==> config.mk <==
export PLATFORM = sky130hd
export DESIGN_NAME = fifo_queue_sum_search_top_flat
export DESIGN_NICKNAME = d
export VERILOG_FILES = /design/src/sv/fqss_pkg.sv /design/src/sv/fqss_if.sv /design/src/sv/fifo_queue_sum_search_top.sv /design/src/sv/fqss_ram.sv /design/src/sv/fqss_ctrl.sv /design/src/flat_wrapper.sv
export SDC_FILE = /design/constraint.sdc
export NUM_CORES = 1
export LEC_CHECK = 0
export ABC_AREA = 0
export BUFFER_PORTS_ARGS = -buffer_cell sky130_fd_sc_hd__buf_2
export CORE_UTILIZATION = 43
export DETAILED_ROUTE_END_ITERATION = 12
export MAX_ROUTING_LAYER = met4
export RECOVER_POWER = 100
export SYNTH_ARGS = -nofsm -noshare
export SYNTH_HDL_FRONTEND = slang
export SYNTH_SLANG_ARGS = --single-unit
==> constraint.sdc <==
create_clock -name clk_i -period 4.3 [get_ports clk_i]
set_input_delay 0.43 -clock clk_i [delete_from_list [all_inputs] [get_ports clk_i]]
set_output_delay 0.43 -clock clk_i [all_outputs]
set_load 0.005 [all_outputs]
==> src/sv/fqss_pkg.sv <==
`default_nettype none
package fqss_pkg;

  localparam int unsigned DefaultDepth = 16;
  localparam int unsigned ValueW = 32;
  localparam int unsigned CmdW = 2;
  localparam int unsigned StatusW = 2;

  typedef enum logic [CmdW-1:0] {
    CmdEnq = 2'd0,
    CmdDeq = 2'd1,
    CmdSum = 2'd2,
    CmdHas = 2'd3
  } cmd_e;

  typedef enum logic [StatusW-1:0] {
    StatOk    = 2'd0,
    StatFull  = 2'd1,
    StatEmpty = 2'd2
  } status_e;

  typedef enum logic [1:0] {
    SIdle,
    SDeqWait,
    SScan,
    SDone
  } state_e;

endpackage
`default_nettype wire

==> src/sv/fqss_if.sv <==
`default_nettype none
interface fqss_in_if;
  logic                                 valid;
  logic                                 ready;
  logic        [fqss_pkg::CmdW-1:0]     command;
  logic signed [fqss_pkg::ValueW-1:0]   value;

  modport source (output valid, output command, output value, input ready);
  modport sink (input valid, input command, input value, output ready);
endinterface

interface fqss_out_if #(
  parameter int unsigned CNT_W = $clog2(fqss_pkg::DefaultDepth + 1)
);
  logic                                 valid;
  logic                                 ready;
  logic        [fqss_pkg::StatusW-1:0]  status;
  logic signed [fqss_pkg::ValueW-1:0]   total;
  logic                                 found;
  logic        [CNT_W-1:0]              occupancy;

  modport source (output valid, output status, output total, output found,
                  output occupancy, input ready);
  modport sink (input valid, input status, input total, input found,
                input occupancy, output ready);
endinterface
`default_nettype wire

==> src/sv/fifo_queue_sum_search_top.sv <==
`default_nettype none
// Bounded FIFO of DEPTH signed 32-bit words with a running wrapping sum and a
// membership search; every input transfer yields exactly one result transfer.
// Entries live in a single-port-write, registered-read ring memory. One item
// is worked at a time: enqueue, sum query and refused commands go straight
// to the result state, dequeue first waits on one memory read of the head,
// and a membership query on a non-empty queue reads one entry per cycle from
// the head and stops at the first hit or after the last held entry.
// The result sits in an output register, so the next item is taken while it
// waits for the sink.
module fifo_queue_sum_search_top #(
  parameter int unsigned DEPTH = fqss_pkg::DefaultDepth,
  localparam int unsigned IdxW = $clog2(DEPTH)
) (
  input  wire logic    clk_i,
  input  wire logic    rst_ni,
  fqss_in_if.sink      in_i,
  fqss_out_if.source   out_o
);

  logic                          ram_we, ram_re;
  logic [IdxW-1:0]               ram_waddr, ram_raddr;
  logic [fqss_pkg::ValueW-1:0]   ram_wdata, ram_rdata;

  fqss_ctrl #(.DEPTH(DEPTH)) u_ctrl (
    .clk_i       (clk_i),
    .rst_ni      (rst_ni),
    .in_i        (in_i),
    .out_o       (out_o),
    .ram_we_o    (ram_we),
    .ram_waddr_o (ram_waddr),
    .ram_wdata_o (ram_wdata),
    .ram_re_o    (ram_re),
    .ram_raddr_o (ram_raddr),
    .ram_rdata_i (ram_rdata)
  );

  fqss_ram #(.DEPTH(DEPTH)) u_ram (
    .clk_i   (clk_i),
    .we_i    (ram_we),
    .waddr_i (ram_waddr),
    .wdata_i (ram_wdata),
    .re_i    (ram_re),
    .raddr_i (ram_raddr),
    .rdata_o (ram_rdata)
  );

endmodule
`default_nettype wire

==> src/sv/fqss_ram.sv <==
`default_nettype none
module fqss_ram #(
  parameter int unsigned DEPTH = fqss_pkg::DefaultDepth,
  localparam int unsigned IdxW = $clog2(DEPTH)
) (
  input  wire logic                          clk_i,
  input  wire logic                          we_i,
  input  wire logic [IdxW-1:0]               waddr_i,
  input  wire logic [fqss_pkg::ValueW-1:0]   wdata_i,
  input  wire logic                          re_i,
  input  wire logic [IdxW-1:0]               raddr_i,
  output      logic [fqss_pkg::ValueW-1:0]   rdata_o
);

  logic [fqss_pkg::ValueW-1:0] mem [DEPTH];
  logic [fqss_pkg::ValueW-1:0] rdata_q;

  always_ff @(posedge clk_i) begin
    if (we_i) begin
      mem[waddr_i] <= wdata_i;
    end
    if (re_i) begin
      rdata_q <= mem[raddr_i];
    end
  end

  assign rdata_o = rdata_q;

endmodule
`default_nettype wire

==> src/sv/fqss_ctrl.sv <==
`default_nettype none
module fqss_ctrl #(
  parameter int unsigned DEPTH = fqss_pkg::DefaultDepth,
  localparam int unsigned IdxW = $clog2(DEPTH),
  localparam int unsigned CntW = $clog2(DEPTH + 1)
) (
  input  wire logic                          clk_i,
  input  wire logic                          rst_ni,
  fqss_in_if.sink                            in_i,
  fqss_out_if.source                         out_o,
  output      logic                          ram_we_o,
  output      logic [IdxW-1:0]               ram_waddr_o,
  output      logic [fqss_pkg::ValueW-1:0]   ram_wdata_o,
  output      logic                          ram_re_o,
  output      logic [IdxW-1:0]               ram_raddr_o,
  input  wire logic [fqss_pkg::ValueW-1:0]   ram_rdata_i
);

  fqss_pkg::state_e              state_q, state_d;
  logic [IdxW-1:0]               head_q, head_d, tail_q, tail_d, ptr_q, ptr_d;
  logic [CntW-1:0]               cnt_q, cnt_d, rem_q, rem_d;
  logic [fqss_pkg::ValueW-1:0]   sum_q, sum_d, key_q, key_d;
  fqss_pkg::status_e             st_q, st_d;
  logic                          found_q, found_d;
  logic                          out_valid_q, out_valid_d;
  logic [fqss_pkg::StatusW-1:0]  out_status_q;
  logic [fqss_pkg::ValueW-1:0]   out_total_q;
  logic                          out_found_q;
  logic [CntW-1:0]               out_occ_q;

  logic              acc, full, empty, hit, last, out_free, out_load;
  fqss_pkg::cmd_e    cmd;

  function automatic logic [IdxW-1:0] nxt(input logic [IdxW-1:0] i);
    nxt = (i == IdxW'(DEPTH - 1)) ? '0 : i + 1'b1;
  endfunction

  assign in_i.ready = (state_q == fqss_pkg::SIdle);
  assign acc        = in_i.valid && in_i.ready;
  assign cmd        = fqss_pkg::cmd_e'(in_i.command);
  assign full       = (cnt_q == CntW'(DEPTH));
  assign empty      = (cnt_q == '0);
  assign hit        = (ram_rdata_i == key_q);
  assign last       = (rem_q == CntW'(1));
  assign out_free   = !out_valid_q || out_o.ready;
  assign out_load   = (state_q == fqss_pkg::SDone) && out_free;

  // next state
  always_comb begin
    state_d = state_q;
    unique case (state_q)
      fqss_pkg::SIdle: begin
        if (acc) begin
          unique case (cmd)
            fqss_pkg::CmdDeq: state_d = empty ? fqss_pkg::SDone : fqss_pkg::SDeqWait;
            fqss_pkg::CmdHas: state_d = empty ? fqss_pkg::SDone : fqss_pkg::SScan;
            default:          state_d = fqss_pkg::SDone;
          endcase
        end
      end
      fqss_pkg::SDeqWait: state_d = fqss_pkg::SDone;
      fqss_pkg::SScan: begin
        if (hit || last) begin
          state_d = fqss_pkg::SDone;
        end
      end
      fqss_pkg::SDone: begin
        if (out_free) begin
          state_d = fqss_pkg::SIdle;
        end
      end
      default: state_d = fqss_pkg::SIdle;
    endcase
  end

  // datapath and memory access
  always_comb begin
    head_d      = head_q;
    tail_d      = tail_q;
    ptr_d       = ptr_q;
    cnt_d       = cnt_q;
    rem_d       = rem_q;
    sum_d       = sum_q;
    key_d       = key_q;
    st_d        = st_q;
    found_d     = found_q;
    ram_we_o    = 1'b0;
    ram_waddr_o = tail_q;
    ram_wdata_o = in_i.value;
    ram_re_o    = 1'b0;
    ram_raddr_o = head_q;
    unique case (state_q)
      fqss_pkg::SIdle: begin
        if (acc) begin
          key_d   = in_i.value;
          found_d = 1'b0;
          st_d    = fqss_pkg::StatOk;
          unique case (cmd)
            fqss_pkg::CmdEnq: begin
              if (full) begin
                st_d = fqss_pkg::StatFull;
              end else begin
                ram_we_o = 1'b1;
                tail_d   = nxt(tail_q);
                cnt_d    = cnt_q + 1'b1;
                sum_d    = sum_q + in_i.value;
              end
            end
            fqss_pkg::CmdDeq: begin
              if (empty) begin
                st_d = fqss_pkg::StatEmpty;
              end else begin
                ram_re_o = 1'b1;
              end
            end
            fqss_pkg::CmdHas: begin
              if (!empty) begin
                ram_re_o = 1'b1;
                ptr_d    = nxt(head_q);
                rem_d    = cnt_q;
              end
            end
            default: ;
          endcase
        end
      end
      fqss_pkg::SDeqWait: begin
        sum_d  = sum_q - ram_rdata_i;
        head_d = nxt(head_q);
        cnt_d  = cnt_q - 1'b1;
      end
      fqss_pkg::SScan: begin
        if (hit) begin
          found_d = 1'b1;
        end else if (!last) begin
          ram_re_o    = 1'b1;
          ram_raddr_o = ptr_q;
          ptr_d       = nxt(ptr_q);
          rem_d       = rem_q - 1'b1;
        end
      end
      default: ;
    endcase
  end

  always_comb begin
    out_valid_d = out_valid_q;
    if (out_valid_q && out_o.ready) begin
      out_valid_d = 1'b0;
    end
    if (out_load) begin
      out_valid_d = 1'b1;
    end
  end

  always_ff @(posedge clk_i or negedge rst_ni) begin
    if (!rst_ni) begin
      state_q     <= fqss_pkg::SIdle;
      head_q      <= '0;
      tail_q      <= '0;
      cnt_q       <= '0;
      sum_q       <= '0;
      rem_q       <= '0;
      out_valid_q <= 1'b0;
    end else begin
      state_q     <= state_d;
      head_q      <= head_d;
      tail_q      <= tail_d;
      cnt_q       <= cnt_d;
      sum_q       <= sum_d;
      rem_q       <= rem_d;
      out_valid_q <= out_valid_d;
    end
  end

  always_ff @(posedge clk_i) begin
    ptr_q   <= ptr_d;
    key_q   <= key_d;
    st_q    <= st_d;
    found_q <= found_d;
    if (out_load) begin
      out_status_q <= st_q;
      out_total_q  <= sum_q;
      out_found_q  <= found_q;
      out_occ_q    <= cnt_q;
    end
  end

  assign out_o.valid     = out_valid_q;
  assign out_o.status    = out_status_q;
  assign out_o.total     = out_total_q;
  assign out_o.found     = out_found_q;
  assign out_o.occupancy = out_occ_q;

  a_cnt_bound: assert property (@(posedge clk_i) disable iff (!rst_ni)
    cnt_q <= CntW'(DEPTH))
    else $error("entry count above depth");

  a_ptr_meet: assert property (@(posedge clk_i) disable iff (!rst_ni)
    (cnt_q == '0 || cnt_q == CntW'(DEPTH)) |-> head_q == tail_q)
    else $error("head and tail disagree with count");

  a_enq_grow: assert property (@(posedge clk_i) disable iff (!rst_ni)
    (acc && cmd == fqss_pkg::CmdEnq && !full) |=> cnt_q == $past(cnt_q) + 1'b1)
    else $error("enqueue did not add an entry");

  a_scan_rem: assert property (@(posedge clk_i) disable iff (!rst_ni)
    (state_q == fqss_pkg::SScan) |-> rem_q != '0)
    else $error("scan with nothing left to read");

endmodule
`default_nettype wire

==> src/flat_wrapper.sv <==
// flat-port wrapper written by rule: the top's interface ports become plain ports
module fifo_queue_sum_search_top_flat 
#(
  parameter int unsigned DEPTH = fqss_pkg::DefaultDepth,
  localparam int unsigned IdxW = $clog2(DEPTH)
)
  (clk_i, rst_ni, in_i_valid, in_i_command, in_i_value, in_i_ready, out_o_valid, out_o_status, out_o_total, out_o_found, out_o_occupancy, out_o_ready);
  fqss_in_if in_i_i ();
  fqss_out_if out_o_i ();
  input  wire logic clk_i;
  input  wire logic rst_ni;
  input wire logic [$bits(in_i_i.valid)-1:0] in_i_valid;
  input wire logic [$bits(in_i_i.command)-1:0] in_i_command;
  input wire logic [$bits(in_i_i.value)-1:0] in_i_value;
  output wire logic [$bits(in_i_i.ready)-1:0] in_i_ready;
  output wire logic [$bits(out_o_i.valid)-1:0] out_o_valid;
  output wire logic [$bits(out_o_i.status)-1:0] out_o_status;
  output wire logic [$bits(out_o_i.total)-1:0] out_o_total;
  output wire logic [$bits(out_o_i.found)-1:0] out_o_found;
  output wire logic [$bits(out_o_i.occupancy)-1:0] out_o_occupancy;
  input wire logic [$bits(out_o_i.ready)-1:0] out_o_ready;
  assign in_i_i.valid = in_i_valid;
  assign in_i_i.command = in_i_command;
  assign in_i_i.value = in_i_value;
  assign in_i_ready = in_i_i.ready;
  assign out_o_valid = out_o_i.valid;
  assign out_o_status = out_o_i.status;
  assign out_o_total = out_o_i.total;
  assign out_o_found = out_o_i.found;
  assign out_o_occupancy = out_o_i.occupancy;
  assign out_o_i.ready = out_o_ready;
  fifo_queue_sum_search_top #(.DEPTH(DEPTH)) u_core (.clk_i(clk_i), .rst_ni(rst_ni), .in_i(in_i_i), .out_o(out_o_i));
endmodule
; Word level (Yosys, flattened, before mapping)
; Memory sizes are Yosys's and may differ from the RTL's. A register that Yosys moved wholly into a read port is not among the register bits.
; Index checks and enable logic that the tools add are counted.
[word_totals]
reg_bits = 132
latch_bits = 0
ramBits = 512
rom_bits = 0
inputBits = 38
elab_cells = 118
mem_count = 1
[memory_table]
columns = memory, words, width, rd, rd_ports_with_merged_regs, write_ports, line_no
row1 = u_core.u_ram.mem, 16, 32, 1, 1, 1, fqss_ram.sv:15  ; logic [fqss_pkg::ValueW-1:0] mem [DEPTH];
[classes]
add_sub_neg = 8
n_mul = 0
n_div = 0
magnitude_cmp = 0
eq_ne = 21
shifts = 0
mux = 53
n_bitwise = 1
n_reduce_logical = 19
[ops]
columns = op, count
row1 = $mux W32, 3
row2 = $pmux W32 S2, 1
row3 = $mux W4, 11
row4 = $mux W5, 8
row5 = $add A32 B32 Y32, 1
row6 = $eq A32 B32 Y1, 1
row7 = $sub A32 B32 Y32, 1
row8 = $pmux W5 S2, 2
row9 = $mux W1, 17
row10 = $ne A2 B2 Y1 const B, 7
row11 = $add A4 B1 Y4 const B, 3
row12 = $eq A4 B4 Y1 const B, 3
row13 = $mux W2, 5
row14 = $sub A5 B1 Y5 const B, 2
row15 = $pmux W2 S2, 2
row16 = $pmux W2 S4, 1
row17 = $pmux W4 S2, 1
row18 = $reduce_and A4 Y1, 2
row19 = $eq A2 B2 Y1 const B, 3
row20 = $ne A2 B1 Y1 const B, 3
row21 = $reduce_and A3 Y1, 2
row22 = $reduce_and A6 Y1, 1
row23 = $reduce_bool A2 Y1, 3
row24 = $add A5 B1 Y5 const B, 1
row25 = other kinds (12), 18

; Depth between registers and ports, before layout
; Gate-level depths: netlist of the first run.
[logic_depth]
depth_word = 7
depth_mapped = 18
mapped_depth_nobuf = 18

; Hierarchy
; A second synthesis of the first run with hierarchy kept.
[hier_totals]
hier_cells = 1665
area_unflattened_um2 = 28401.0
[by_module_without_submodules]
columns = module, instances, cells_per_inst, area_per_inst_um2, seq_area_each_um2
row1 = fqss_ram, 1, 838, 20155.6, 16335.7
row2 = fqss_ctrl, 1, 827, 8245.4, 3698.5

; Worst setup path before layout of the first run
; No wires, ideal clock.
[synth_timing]
path_kind = input-to-reg
start = input port in_i_value[10]
end = register u_core.u_ctrl.sum_q[31] (netlist name)
setup_time_ns = 0.079
arrival_ns = 4.198
required_time_ns = 4.221
slack_ns = 0.022
cell_stages = 17
path_buffers = 0
cell_sequence = or4_4 > or2_0 > or4_4 > or4_4 > or2_4 > nor2_1 > xnor2_1 > mux2i_1 > ha_1 > a21o_1 > a21o_1 > a21oi_1 > o21ai_0 > a21o_1 > a31oi_1 > mux2i_1 > xor2_1
[synth_between]
elab_chain_len = 5
[synth_lines]
columns = element, line_no
row1 = "start, declared", flat_wrapper.sv:14  ; input wire logic [$bits(in_i_i.value)-1:0] in_i_value;
row2 = $add A32 B32 Y32, fqss_ctrl.sv:106  ; sum_d = sum_q + in_i.value;
row3 = $mux W32, fqss_ctrl.sv:100  ; if (full) begin
row4 = $mux W32, fqss_ctrl.sv:98  ; unique case (cmd)
row5 = $mux W32, fqss_ctrl.sv:94  ; if (acc) begin
row6 = $pmux W32 S2, fqss_ctrl.sv:92  ; unique case (state_q)
row7 = "end signal, assigned", fqss_ctrl.sv:170  ; sum_q <= sum_d;
row8 = "end, declared", fqss_ctrl.sv:22  ; logic [fqss_pkg::ValueW-1:0] sum_q, sum_d, key_q, key_d;
; Every way passes these cells. The select of a mux whose other input is x is not followed.
; A chain may end at the register's enable or synchronous reset.

; Worst setup path in the final report of the first run
[layout_timing]
start = register u_core.u_ram.rdata_q, in the netlist u_core.u_ram.rdata_o[8], read port of u_core.u_ram.mem
end = register u_core.u_ram.rdata_q, in the netlist u_core.u_ram.rdata_o[21], read port of u_core.u_ram.mem (data pin)
[layout_between]
elab_chain_len = 3
elab_cells_between_ends = 5
classes_between = eq/ne (1) / mux (4)
[layout_lines]
columns = element, line_no
row1 = "start, declared", fqss_ram.sv:16  ; logic [fqss_pkg::ValueW-1:0] rdata_q;
row2 = $eq A32 B32 Y1 *, fqss_ctrl.sv:43  ; assign hit = (ram_rdata_i == key_q);
row3 = $mux W1 / $mux W4 (equally long branches), fqss_ctrl.sv:133  ; if (hit) begin
row4 = $pmux W1 S2 / $mux W4 (equally long branches), fqss_ctrl.sv:92
; Every way passes the cells marked *; elsewhere a longest branch is shown, timed or not.

==> qor.yml, run 1 <==
status:
  run_status: "finished with violations"
  failing_checks: "capacitance limit, slew limit"
die:
  std_cell_rows: 93
  core_region_area_um2: 64700
  area_of_the_die_um2: 66700
  ioPinCount: 80
  dieHeight_um: 258
  initial_utilization_pct: 43.7
  die_width_um: 258
finish:
  multi_input_gate_area_um2: 7810
  regArea_um2: 20000
  final_area_um2: 33000
  drive_gt1_share_pct: 14.4
  filler_cell_count: 5461
  nets: 2152
  flow.area_growth_from_synthesis_pct: 17.0
sta:
  hold_violations: 0
  finalClockSkew_ps: 20.5
  setup_viol: 0
  total_count_of_max_transition_violations_in_the_final_report: 144
  layout_worst_path_cycle_share_pct: 96.8
  max_freq_ghz: 0.240
  setup-tns-final_ps: 0
  slew_headroom_pct: -116
  grt_setup_unrepaired: "no"
  finalWorstSetupSlack_ps: 136
  period_minus_slack_ps: 4160
  timing_worst_slew_pin_value_ps: 3240
synth:
  syn_inst: 1813
  ys_types: 62
  seq_area_frac_synth_pct: 70.9
  post_synth.cell_area_avg_um2: 15.6
  synthesis_warnings: 0
  syn_area_um2: 28200
  synth_commonest_cells: "sky130_fd_sc_hd__edfxtp_1, sky130_fd_sc_hd__mux2i_1, sky130_fd_sc_hd__o22ai_1"
  synth_area_leader_cell: "sky130_fd_sc_hd__edfxtp_1"
  post-synth-top-count-cell: "sky130_fd_sc_hd__edfxtp_1"
  yosys.area.top_type_share_pct: 66.2
  synth_flop_cell: "sky130_fd_sc_hd__edfxtp_1"
  synth_seq_cells: 676
  synth_top_cells_by_area: "sky130_fd_sc_hd__edfxtp_1, sky130_fd_sc_hd__mux2i_1, sky130_fd_sc_hd__dfrtp_1"
  edff_count_synth: 623
  synth_async_sr_flop_share_pct: 7.84
  synth_nets: 1900
critical_path:
  worst_setup_ep_type: "register"
  worstPathArrival_ps: 4480
  timing.critical_path.fanout_max: 32
  timing.critical_path.required_ps: 4620
  startpoint_type: "register"
  critical_path_class: "reg2reg"
placement:
  portBuffers: 79
  routabilityCongestion: 0.898
  dpl.hpwl_um: 45100
  detailedPlace.worstSlack_ps: -670
  placedInstanceArea_um2: 31100
clocking:
  clk_transition_reported_paths_ps: 60
  clk_root_buffer_cell: "sky130_fd_sc_hd__clkbuf_16"
  clock_tree.buffer_depth: 3
  cts_max_level: 3
  postCtsSetupRepairBufs: 0
  cts_tree: "done"
  worstSkewPairLatency_ps: 610
  numClockSinks: 676
  tritoncts_buffers: 70
power_and_ir_drop:
  vdd.ir_drop.worst_mv: 0.423
  leakage_power_of_the_design_nw: 12.0
  pwr_density_cell_nw_per_um2: 742
min_path:
  min_path_type: "in2reg"
global_routing:
  global_route.usage.total_pct: 22.6
  grt_start_max_net_pins: 54
  antenna_found_initial: 3
  grt_pass1_vias: 16200
  globalRoute.totalOverflow: 0
  grt_pass1_wl_um: 107000
routing:
  drt_pre_antenna_iters: 5
  wl_um: 73400
  vias: 16600
  drt-vias-per-instance: 5.58
  wl_per_cell_um: 24.7
  postRouteAntennaNets: 0
  drcViolationCount: 0
  drt_iter0_drc: 1461
flow_run:
  timing.max_cap.violations: 4
[layer usage]
metal	up-vias	global-route usage [%]	wire, um
li1	7604	-	-
met1	8376	30.3	32400
met2	493	36.0	35300
met3	109	3.12	3930
met4	0	6.79	1780
met5	-	-	0
[sequential cells by signal, indices dropped and copies added, names as in the netlist, 5 cells and up]
name / count
u_core.u_ctrl.cnt_q: 5
u_core.u_ctrl.key_q: 32
u_core.u_ctrl.out_o.occupancy: 5
u_core.u_ctrl.out_o.total: 32
u_core.u_ctrl.rem_q: 5
u_core.u_ctrl.sum_q: 32
u_core.u_ram.mem: 512
u_core.u_ram.rdata_o: 32
[repair_timing]
action	CTS	global route
endpoints found under the setup margin	1	5
gates cloned	0	0
gates resized for setup	1	3
hold endpoints to repair	27	0
hold buffers	1	0
[power breakdown]
group          switching [mW]  internal, mW
sequential              0.562          8.22
clock                    2.52          3.32
combinational            5.49          4.40
total                    8.57          15.9
[cell type report]
class                           count  area share, %
Inverter                           33          0.375
Clock buffer                       92           5.65
Multi-Input combinational cell   1032           23.6
Tap cell                          855           3.24
Sequential cell                   676           60.6
Timing Repair Buffer              252           5.53
Clock inverter                     31          0.939
Antenna cell                        2         0.0151
[metrics by stage]
stage | total power, mW | utilization [%] | hold WS [ps] | std cells
after global placement | 18.7 | 48.1 | 410 | 2847
after global routing | 25.8 | 51.1 | 119 | 2972
after detailed placement | 18.8 | 48.1 | 408 | 2847
after CTS | 24.7 | 51.5 | 83.4 | 2971
after floorplan | 15.0 | - | 134 | 1813
final | 24.5 | 51.1 | 122 | 2973
[final timing paths]
path	from	endpoint	slack [ps]	cells after the start
worst min-delay path	out_o_ready	u_core.u_ctrl.out_o.valid	120	3
worst max register to register	u_core.u_ram.rdata_o[8]	u_core.u_ram.rdata_o[21]	140	11
worst max-delay path	u_core.u_ram.rdata_o[8]	u_core.u_ram.rdata_o[21]	140	11
min in group asynchronous	rst_ni	u_core.u_ctrl.rem_q[3]	1520	3
worst min register to register	u_core.u_ctrl.st_q[1]	u_core.u_ctrl.out_o.status[1]	420	0
max in group asynchronous	rst_ni	u_core.u_ctrl.sum_q[28]	910	3
[cell usage in the layout (no fill, tap or decap), types with 6 or more instances in the layout]
cell,netlist,layout
sky130_fd_sc_hd__buf_12,0,26
sky130_fd_sc_hd__ha_1,47,46
sky130_fd_sc_hd__and2_0,0,7
sky130_fd_sc_hd__o22ai_1,131,131
sky130_fd_sc_hd__clkbuf_4,0,7
sky130_fd_sc_hd__nor4b_1,7,7
sky130_fd_sc_hd__nand4_1,9,9
sky130_fd_sc_hd__a31oi_1,10,10
sky130_fd_sc_hd__and2_1,25,10
sky130_fd_sc_hd__a21o_1,17,17
sky130_fd_sc_hd__nand2_1,70,70
sky130_fd_sc_hd__dfrtp_1,53,53
sky130_fd_sc_hd__mux2_2,11,10
sky130_fd_sc_hd__nor3_1,16,16
sky130_fd_sc_hd__xor2_1,24,24
sky130_fd_sc_hd__clkbuf_1,25,98
sky130_fd_sc_hd__a21oi_1,75,75
sky130_fd_sc_hd__nand2b_1,8,8
sky130_fd_sc_hd__nand3_1,14,14
sky130_fd_sc_hd__and2_2,0,8
sky130_fd_sc_hd__clkinv_1,0,9
sky130_fd_sc_hd__o31ai_1,6,6
sky130_fd_sc_hd__buf_2,40,39
sky130_fd_sc_hd__o211ai_1,6,6
sky130_fd_sc_hd__edfxtp_1,623,623
sky130_fd_sc_hd__o21ai_0,46,45
sky130_fd_sc_hd__inv_1,32,32
sky130_fd_sc_hd__xnor2_1,62,62
sky130_fd_sc_hd__mux2i_1,268,267
sky130_fd_sc_hd__nor4_1,8,8
sky130_fd_sc_hd__and3_1,7,7
sky130_fd_sc_hd__or4_1,37,37
sky130_fd_sc_hd__clkbuf_16,0,71
sky130_fd_sc_hd__buf_4,4,93
sky130_fd_sc_hd__clkinv_2,0,10
sky130_fd_sc_hd__nor2_1,66,65
[worst max-delay path: stages (launching register included)]
cell and delay (ps):
sky130_fd_sc_hd__edfxtp_1 440, sky130_fd_sc_hd__xnor2_1 310, sky130_fd_sc_hd__nand4_1 160, sky130_fd_sc_hd__nor4_1 680, sky130_fd_sc_hd__clkbuf_1 260, sky130_fd_sc_hd__a211oi_4 110
sky130_fd_sc_hd__buf_4 180, sky130_fd_sc_hd__mux2_1 380, sky130_fd_sc_hd__nand2_1 110, sky130_fd_sc_hd__buf_6 420, sky130_fd_sc_hd__o22ai_1 170, sky130_fd_sc_hd__or4_1 590
[cell families (layout without fill, tap and decap cells)]
logic type               Yosys count  count (layout)  share of synthesized area, %
multiplexers                     279             279                          9.93
AO/OA/AOI/OAI                    321             321                          6.98
AND/OR/NAND/NOR                  297             297                          5.66
other                              0               2                             0
buffers and inverters            105             408                          1.63
XOR/XNOR                          86              86                          2.67
adder cells (fa/ha/maj)           49              49                          2.22
flip-flops                       676             676                          70.9
No activity file was read; power rests on OpenSTA's default activity.
==> run 2, diff against run 1 <==
--- a/config.mk
+++ b/config.mk
@@ -10,6 +10,7 @@
 export CORE_UTILIZATION = 43
 export DETAILED_ROUTE_END_ITERATION = 12
 export MAX_ROUTING_LAYER = met4
+export PLACE_DENSITY_LB_ADDON = 0.2
 export RECOVER_POWER = 100
 export SYNTH_ARGS = -nofsm -noshare
 export SYNTH_HDL_FRONTEND = slang
==> qor.yml, run 2 (synthesis results as in run 1) <==
clocking:
  clock_tree.buffer_depth: 3  # unchanged
  clk_transition_reported_paths_ps: 60  # about the same
  cts_max_level: 3  # unchanged
  worstSkewPairLatency_ps: 610  # about the same
  cts_tree: "done"
  clk_root_buffer_cell: "sky130_fd_sc_hd__clkbuf_16"
  tritoncts_buffers: 70  # unchanged
  numClockSinks: 676  # unchanged
finish:
  flow.area_growth_from_synthesis_pct: 15.9
  largest_register_ffs: 512  # unchanged
  drive_gt1_share_pct: 14.2  # -0.18 points
  final_cell_mix: "sky130_fd_sc_hd__edfxtp_1, sky130_fd_sc_hd__mux2i_1, sky130_fd_sc_hd__o22ai_1, sky130_fd_sc_hd__buf_4, sky130_fd_sc_hd__clkbuf_1"
  registers.top_by_ff_count: "u_core.u_ram.mem"
  layout.cells.most_common: "sky130_fd_sc_hd__edfxtp_1"
  nets: 2137  # -0.70%
  filler_cell_count: 5474  # +0.24%
  final_area_um2: 32700  # -0.90%
global_routing:
  grt_start_max_net_pins: 50  # -7.4%
  grt_pass1_vias: 16200  # +0.16%
  grt_pass1_wl_um: 105000  # -1.3%
  global_route.usage.total_pct: 22.3  # -0.34 points
  globalRoute.totalOverflow: 0  # unchanged
  antenna_found_initial: 3  # unchanged
die:
  area_of_the_die_um2: 66700  # unchanged
  initial_utilization_pct: 43.7  # unchanged
  die_width_um: 258  # unchanged
  dieHeight_um: 258  # unchanged
  core_region_area_um2: 64700  # unchanged
  ioPinCount: 80  # unchanged
  std_cell_rows: 93  # unchanged
power_and_ir_drop:
  leakage_power_of_the_design_nw: 11.9  # -1.0%
  vdd.ir_drop.worst_mv: 0.567  # +34%
  pwr_density_cell_nw_per_um2: 734  # -1.1%
placement:
  routabilityCongestion: 0.925  # +2.9%
  portBuffers: 79  # unchanged
  detailedPlace.worstSlack_ps: -661  # +9.40 ps
  dpl.hpwl_um: 45400  # +0.61%
  placedInstanceArea_um2: 30900  # -0.58%
sta:
  max_freq_ghz: 0.237  # -1.2%
  period_minus_slack_ps: 4210  # +48.9 ps
  layout_worst_path_cycle_share_pct: 98.0  # +1.1 points
  finalClockSkew_ps: 22.5  # +2.05 ps
  setup_viol: 0  # unchanged
  slew_headroom_pct: -63.9  # +52 points
  total_count_of_max_transition_violations_in_the_final_report: 130  # -9.7%
  finalWorstSetupSlack_ps: 87.3  # -48.9 ps
  hold_violations: 0  # unchanged
  timing_worst_slew_pin_value_ps: 2460  # -785 ps
  grt_setup_unrepaired: "no"
routing:
  drcViolationCount: 0  # unchanged
  drt-vias-per-instance: 5.59  # +0.19%
  wl_per_cell_um: 24.4  # -1.2%
  drt_pre_antenna_iters: 5  # unchanged
  postRouteAntennaNets: 0  # unchanged
  vias: 16500  # -0.55%
  wl_um: 72000  # -1.9%
  drt_iter0_drc: 1450  # -0.75%
critical_path:
  worstPathArrival_ps: 4510  # +30 ps
  critical_path_class: "reg2reg"
  timing.critical_path.fanout_max: 33  # +3.1%
  timing.critical_path.slowest_stage_cell: "sky130_fd_sc_hd__or4_1"
  timing.reg2reg.setup_slack_ps: 90  # -50 ps
  startpoint_type: "register"
  worst_setup_ep_type: "register"
  slowest_delay_ps: 610  # -70 ps
  worstPathCellList: "xnor2_1 -> nand4_1 -> nor4_1 -> clkbuf_1 -> a211oi_4 -> mux2i_4 -> buf_12 -> buf_6 -> mux2i_1 -> o22ai_1 -> or4_1"
  timing.critical_path.required_ps: 4600  # -20 ps
flow_run:
  timing.max_cap.violations: 4  # unchanged
status:
  run_status: "finished with violations"
  failing_checks: "capacitance limit, slew limit"
min_path:
  min_path_type: "in2reg"
## run 2: timing repair
action,4_1_cts,5_1_grt
setup endpoints to repair,3,7
hold endpoints to repair,26,0
pin swaps,0,2
resized for setup,1,6
buffers inserted,0,1
hold buffers,1,0
## run 2: worst max-delay path: cells and delay by family, from the launching register on
| family | cells | cell delay, ps |
|---|---|---|
| buffers and inverters | 3 | 900 |
| AND/OR/NAND/NOR | 3 | 1270 |
| flip-flops | 1 | 430 |
| XOR/XNOR | 1 | 420 |
| AO/OA/AOI/OAI | 2 | 310 |
| multiplexers | 2 | 540 |
## run 2: layout make-up
| cell class | instances | area (um^2) | share of cell area (%) |
|---|---|---|---|
| flip-flops and latches | 676 | 20000 | 61.2 |
| clock buffers | 88 | 1900 | 5.81 |
| well taps | 855 | 1070 | 3.27 |
| multi-input cells | 1032 | 7810 | 23.9 |
| repair buffers | 237 | 1590 | 4.86 |
| clock inverters | 28 | 208 | 0.634 |
| inverters | 33 | 124 | 0.378 |
| diodes | 2 | 5.00 | 0.0153 |
## run 2: power breakdown
group	internal (mW)	total (mW)	switching [mW]
Sequential	8.22	8.78	0.565
Combinational	4.12	9.55	5.43
Clock	3.24	5.70	2.46
Total	15.6	24.0	8.46
## run 2: stage by stage
step | total power, mW | instances | setup TNS [ps] | util [%] | hold slack (ps)
after floorplan | 15.0 | 1813 | 0 | - | 134
after global placement | 18.5 | 2831 | -4130 | 47.8 | 406
after detailed placement | 18.6 | 2831 | -4690 | 47.8 | 406
after CTS | 24.3 | 2948 | 0 | 51.1 | 74.6
after global routing | 25.3 | 2950 | 0 | 50.6 | 83.2
final | 24.0 | 2951 | 0 | 50.6 | 84.9
## run 2: layer usage
layer / routed length (um) / global-route usage [%]
met4: 1770 / 7.22
met3: 4510 / 3.85
met5: 0 / -
met2: 33700 / 34.4
met1: 32000 / 30.0
## run 2: worst paths after layout
check,endpoint,startpoint,cells after the start
worst max-delay path,u_core.u_ram.rdata_o[18],u_core.u_ram.rdata_o[5],11
worst min-delay path,u_core.u_ram.mem[6][9],in_i_value[9],1
worst max register to register,u_core.u_ram.rdata_o[18],u_core.u_ram.rdata_o[5],11
worst min register to register,u_core.u_ctrl.out_o.status[0],u_core.u_ctrl.st_q[0],0
max in group asynchronous,u_core.u_ctrl.sum_q[24],rst_ni,3
min in group asynchronous,u_core.u_ctrl.cnt_q[4],rst_ni,2
==> run 3, diff against run 2 <==
--- a/config.mk
+++ b/config.mk
@@ -5,7 +5,8 @@
 export SDC_FILE = /design/constraint.sdc
 export NUM_CORES = 1
 export LEC_CHECK = 0
-export ABC_AREA = 0
+export ABC_AREA = 1
+export ABC_CLOCK_PERIOD_IN_PS = 4300
 export BUFFER_PORTS_ARGS = -buffer_cell sky130_fd_sc_hd__buf_2
 export CORE_UTILIZATION = 43
 export DETAILED_ROUTE_END_ITERATION = 12
==> constraint.sdc (replaced) <==
create_clock -name clk_i -period 4.3 [get_ports clk_i]
set_input_delay 0.215 -clock clk_i [delete_from_list [all_inputs] [get_ports clk_i]]
set_output_delay 0.215 -clock clk_i [all_outputs]
set_load 0.005 [all_outputs]
==> qor.yml, run 3 <==
critical_path:
  crit_cells: 16  # +5
  timing.critical_path.slowest_stage_cell: "sky130_fd_sc_hd__nand2_2"
  timing.critical_path.fanout_max: 32  # -3.0%
  worstPathArrival_ps: 4480  # -30 ps
  rr_endpoint: "u_core.u_ram.rdata_o[8]"
  timing.critical_path.required_ps: 4730  # +130 ps
  slowest_delay_ps: 710  # +100 ps
  worst_setup_ep_type: "register"
  worstSetupEndpoint: "u_core.u_ram.rdata_o[8]"
  worstPathCellList: "inv_1 -> nand2_1 -> nand2_1 -> nand2_1 -> nor2_1 -> nand2_1 -> nor2_1 -> nand2_1 -> nand3_1 -> nand2_1 -> nand2_2 -> clkbuf_2 -> nand2_1 -> nand3_1 -> nand3_1 -> nand2_1"
  cpMostUsedCell: "sky130_fd_sc_hd__nand2_1"
  r2r.worst_path.cells: 16  # +5
  startpoint_type: "register"
  crit_buf_inv: 2  # -1
  path_delay_family: "simple AND/OR/NAND/NOR gates"
  timing.reg2reg.setup_slack_ps: 250  # +160 ps
  critical_path_class: "reg2reg"
  critPathLaunch: "u_core.u_ram.rdata_o[20]"
  timing.rr.start: "u_core.u_ram.rdata_o[20]"
synth:
  syn_area_um2: 31300  # +11%
  synth_seq_cells: 676  # unchanged
  synth_top_cells_by_area: "sky130_fd_sc_hd__edfxtp_1, sky130_fd_sc_hd__nand3_1, sky130_fd_sc_hd__nand2_1"
  synth_async_sr_flop_share_pct: 7.84  # unchanged
  post_synth.cell_area_avg_um2: 10.1  # -35%
  synth_nets: 3176  # +67%
  ys_types: 46  # -26%
  post-synth-top-count-cell: "sky130_fd_sc_hd__nand2_1"
  synth_flop_cell: "sky130_fd_sc_hd__edfxtp_1"
  synth_commonest_cells: "sky130_fd_sc_hd__nand2_1, sky130_fd_sc_hd__edfxtp_1, sky130_fd_sc_hd__nand3_1"
  edff_count_synth: 623  # unchanged
  synthesis_warnings: 0  # unchanged
  yosys.area.top_type_share_pct: 59.8  # -6.4 points
  synth_area_leader_cell: "sky130_fd_sc_hd__edfxtp_1"
  seq_area_frac_synth_pct: 64.0  # -6.9 points
  syn_inst: 3089  # +70%
clocking:
  clk_transition_reported_paths_ps: 60  # about the same
  clock_tree.buffer_depth: 3  # unchanged
  tritoncts_buffers: 74  # +5.7%
  postCtsSetupRepairBufs: 0  # unchanged
  cts_tree: "done"
  cts_max_level: 3  # unchanged
  clk_root_buffer_cell: "sky130_fd_sc_hd__clkbuf_16"
  numClockSinks: 676  # unchanged
  worstSkewPairLatency_ps: 630  # +20 ps
finish:
  final_cell_mix: "sky130_fd_sc_hd__nand2_1, sky130_fd_sc_hd__edfxtp_1, sky130_fd_sc_hd__nand3_1, sky130_fd_sc_hd__inv_1, sky130_fd_sc_hd__clkbuf_1"
  regArea_um2: 20000  # unchanged
  largest_register_ffs: 512  # unchanged
  multi_input_gate_area_um2: 9200  # +18%
  num_antenna_cells: 0  # -2
  registers.top_by_ff_count: "u_core.u_ram.mem"
  filler_cell_count: 6559  # +20%
  drive_gt1_share_pct: 6.97  # -7.2 points
  nets: 3289  # +54%
  flow.area_growth_from_synthesis_pct: 12.9
  layout.cells.most_common: "sky130_fd_sc_hd__nand2_1"
power_and_ir_drop:
  design_power_total_mw: 26.8  # +12%
  pwr_density_cell_nw_per_um2: 759  # +3.5%
  vdd.ir_drop.worst_mv: 0.543  # -4.3%
  leakage_power_of_the_design_nw: 14.4  # +21%
routing:
  wl_per_cell_um: 20.8  # -15%
  vias: 22500  # +37%
  drcViolationCount: 0  # unchanged
  drt_iter0_drc: 2203  # +52%
  drt-vias-per-instance: 5.35  # -4.2%
  postRouteAntennaNets: 0  # unchanged
  drt_pre_antenna_iters: 6  # +1
  wl_um: 87400  # +21%
placement:
  dpl.hpwl_um: 52800  # +17%
  routabilityCongestion: 0.906  # -2.0%
  portBuffers: 79  # unchanged
  detailedPlace.worstSlack_ps: 308  # +969 ps
sta:
  grt_setup_unrepaired: "no"
  fin_hold_ws_ps: 78.3  # -6.63 ps
  timing_worst_slew_pin_value_ps: 3260  # +799 ps
  total_count_of_max_transition_violations_in_the_final_report: 244  # +88%
  max_freq_ghz: 0.247  # +3.9%
  layout_worst_path_cycle_share_pct: 94.3  # -3.7 points
  finalClockSkew_ps: 23.8  # +1.25 ps
  hold_violations: 0  # unchanged
  setup-tns-final_ps: 0  # unchanged
  finalWorstSetupSlack_ps: 245  # +158 ps
  slew_headroom_pct: -117  # -53 points
  setup_viol: 0  # unchanged
  period_minus_slack_ps: 4050  # -158 ps
global_routing:
  globalRoute.totalOverflow: 0  # unchanged
  global_route.usage.total_pct: 24.5  # +2.2 points
  grt_pass1_vias: 21100  # +30%
  grt_pass1_wl_um: 132000  # +25%
  antenna_found_initial: 1  # -2
  grt_start_max_net_pins: 142  # +180%
status:
  run_status: "finished with violations"
  failing_checks: "capacitance limit, slew limit"
die:
  core_region_area_um2: 71700  # +11%
  std_cell_rows: 98  # +5.4%
  ioPinCount: 80  # unchanged
  initial_utilization_pct: 43.6  # about the same
  dieHeight_um: 272  # +5.2%
  die_width_um: 272  # +5.2%
  area_of_the_die_um2: 73900  # +11%
flow_run:
  timing.max_cap.violations: 10  # +6
min_path:
  min_path_type: "in2reg"
  hold_depth: 3  # +2
==> run 3: power by group <==
group	total [mW]	switching (mW)	leakage [nW]	internal, mW
registers	8.73	0.518	6.29	8.21
logic	12.0	8.31	6.97	3.70
clock network	6.08	2.60	1.11	3.48
total	26.8	11.4	14.4	15.4
==> run 3: final cells by class <==
type | instances | share of cell area, %
Timing Repair Buffer | 186 | 3.30
Multi-Input combinational cell | 1881 | 26.1
Clock inverter | 33 | 0.832
Inverter | 383 | 4.07
Tap cell | 950 | 3.36
Sequential cell | 676 | 56.7
Clock buffer | 97 | 5.66
==> run 3: worst min path at each step <==
stage | from | endpoint | slack, ps
after floorplan | rst_ni | u_core.u_ctrl.cnt_q[0] | -80
after global placement | u_core.u_ctrl.found_q | u_core.u_ctrl.out_o.found | 410
after detailed placement | u_core.u_ctrl.found_q | u_core.u_ctrl.out_o.found | 410
after CTS | in_i_value[31] | u_core.u_ram.mem[12][31] | 5
after global routing | in_i_value[24] | u_core.u_ctrl.key_q[24] | 90
final | in_i_valid | u_core.u_ctrl.st_q[1] | 80
==> run 3: worst register-to-register path: cells and delay by family (launching register included) <==
kind	cells	cell delay (ps)
flip-flops	1	450
AND/OR/NAND/NOR	14	2700
buffers and inverters	2	690
==> run 3: per-layer routing <==
layer / GRT usage (%) / part of all wire, %
met5: - / 0
met4: 6.65 / 2.6
met3: 3.19 / 7.3
met2: 36.9 / 45
met1: 34.8 / 45
==> run 3: through the flow <==
step / instances / cell area (um^2) / utilization [%]
floorplan: 3089 / 31300 / -
global placement: 4060 / 33300 / 46.4
detailed placement: 4060 / 33300 / 46.4
CTS: 4206 / 35700 / 49.8
global route: 4206 / 35300 / 49.2
finish: 4206 / 35300 / 49.2
==> run 3: logic make-up (layout without fill, tap and decap cells) <==
logic type / after synthesis / count (layout) / synth area share [%]
muxes: 1 / 1 / 0.0360
DFF: 676 / 676 / 64.0
xor gates and xnor gates: 62 / 62 / 1.74
buffers and inverters: 532 / 699 / 6.95
AOI/OAI and AO/OA: 193 / 193 / 3.43
and+or+nand+nor: 1576 / 1576 / 21.8
adders and majority gates: 49 / 49 / 2.01
==> run 3: repair_timing <==
action / in CTS / in global routing
gates resized for setup: 0 / 1
hold buffers: 16 / 0
hold endpoints to repair: 132 / 0
endpoints found under the setup margin: 0 / 1
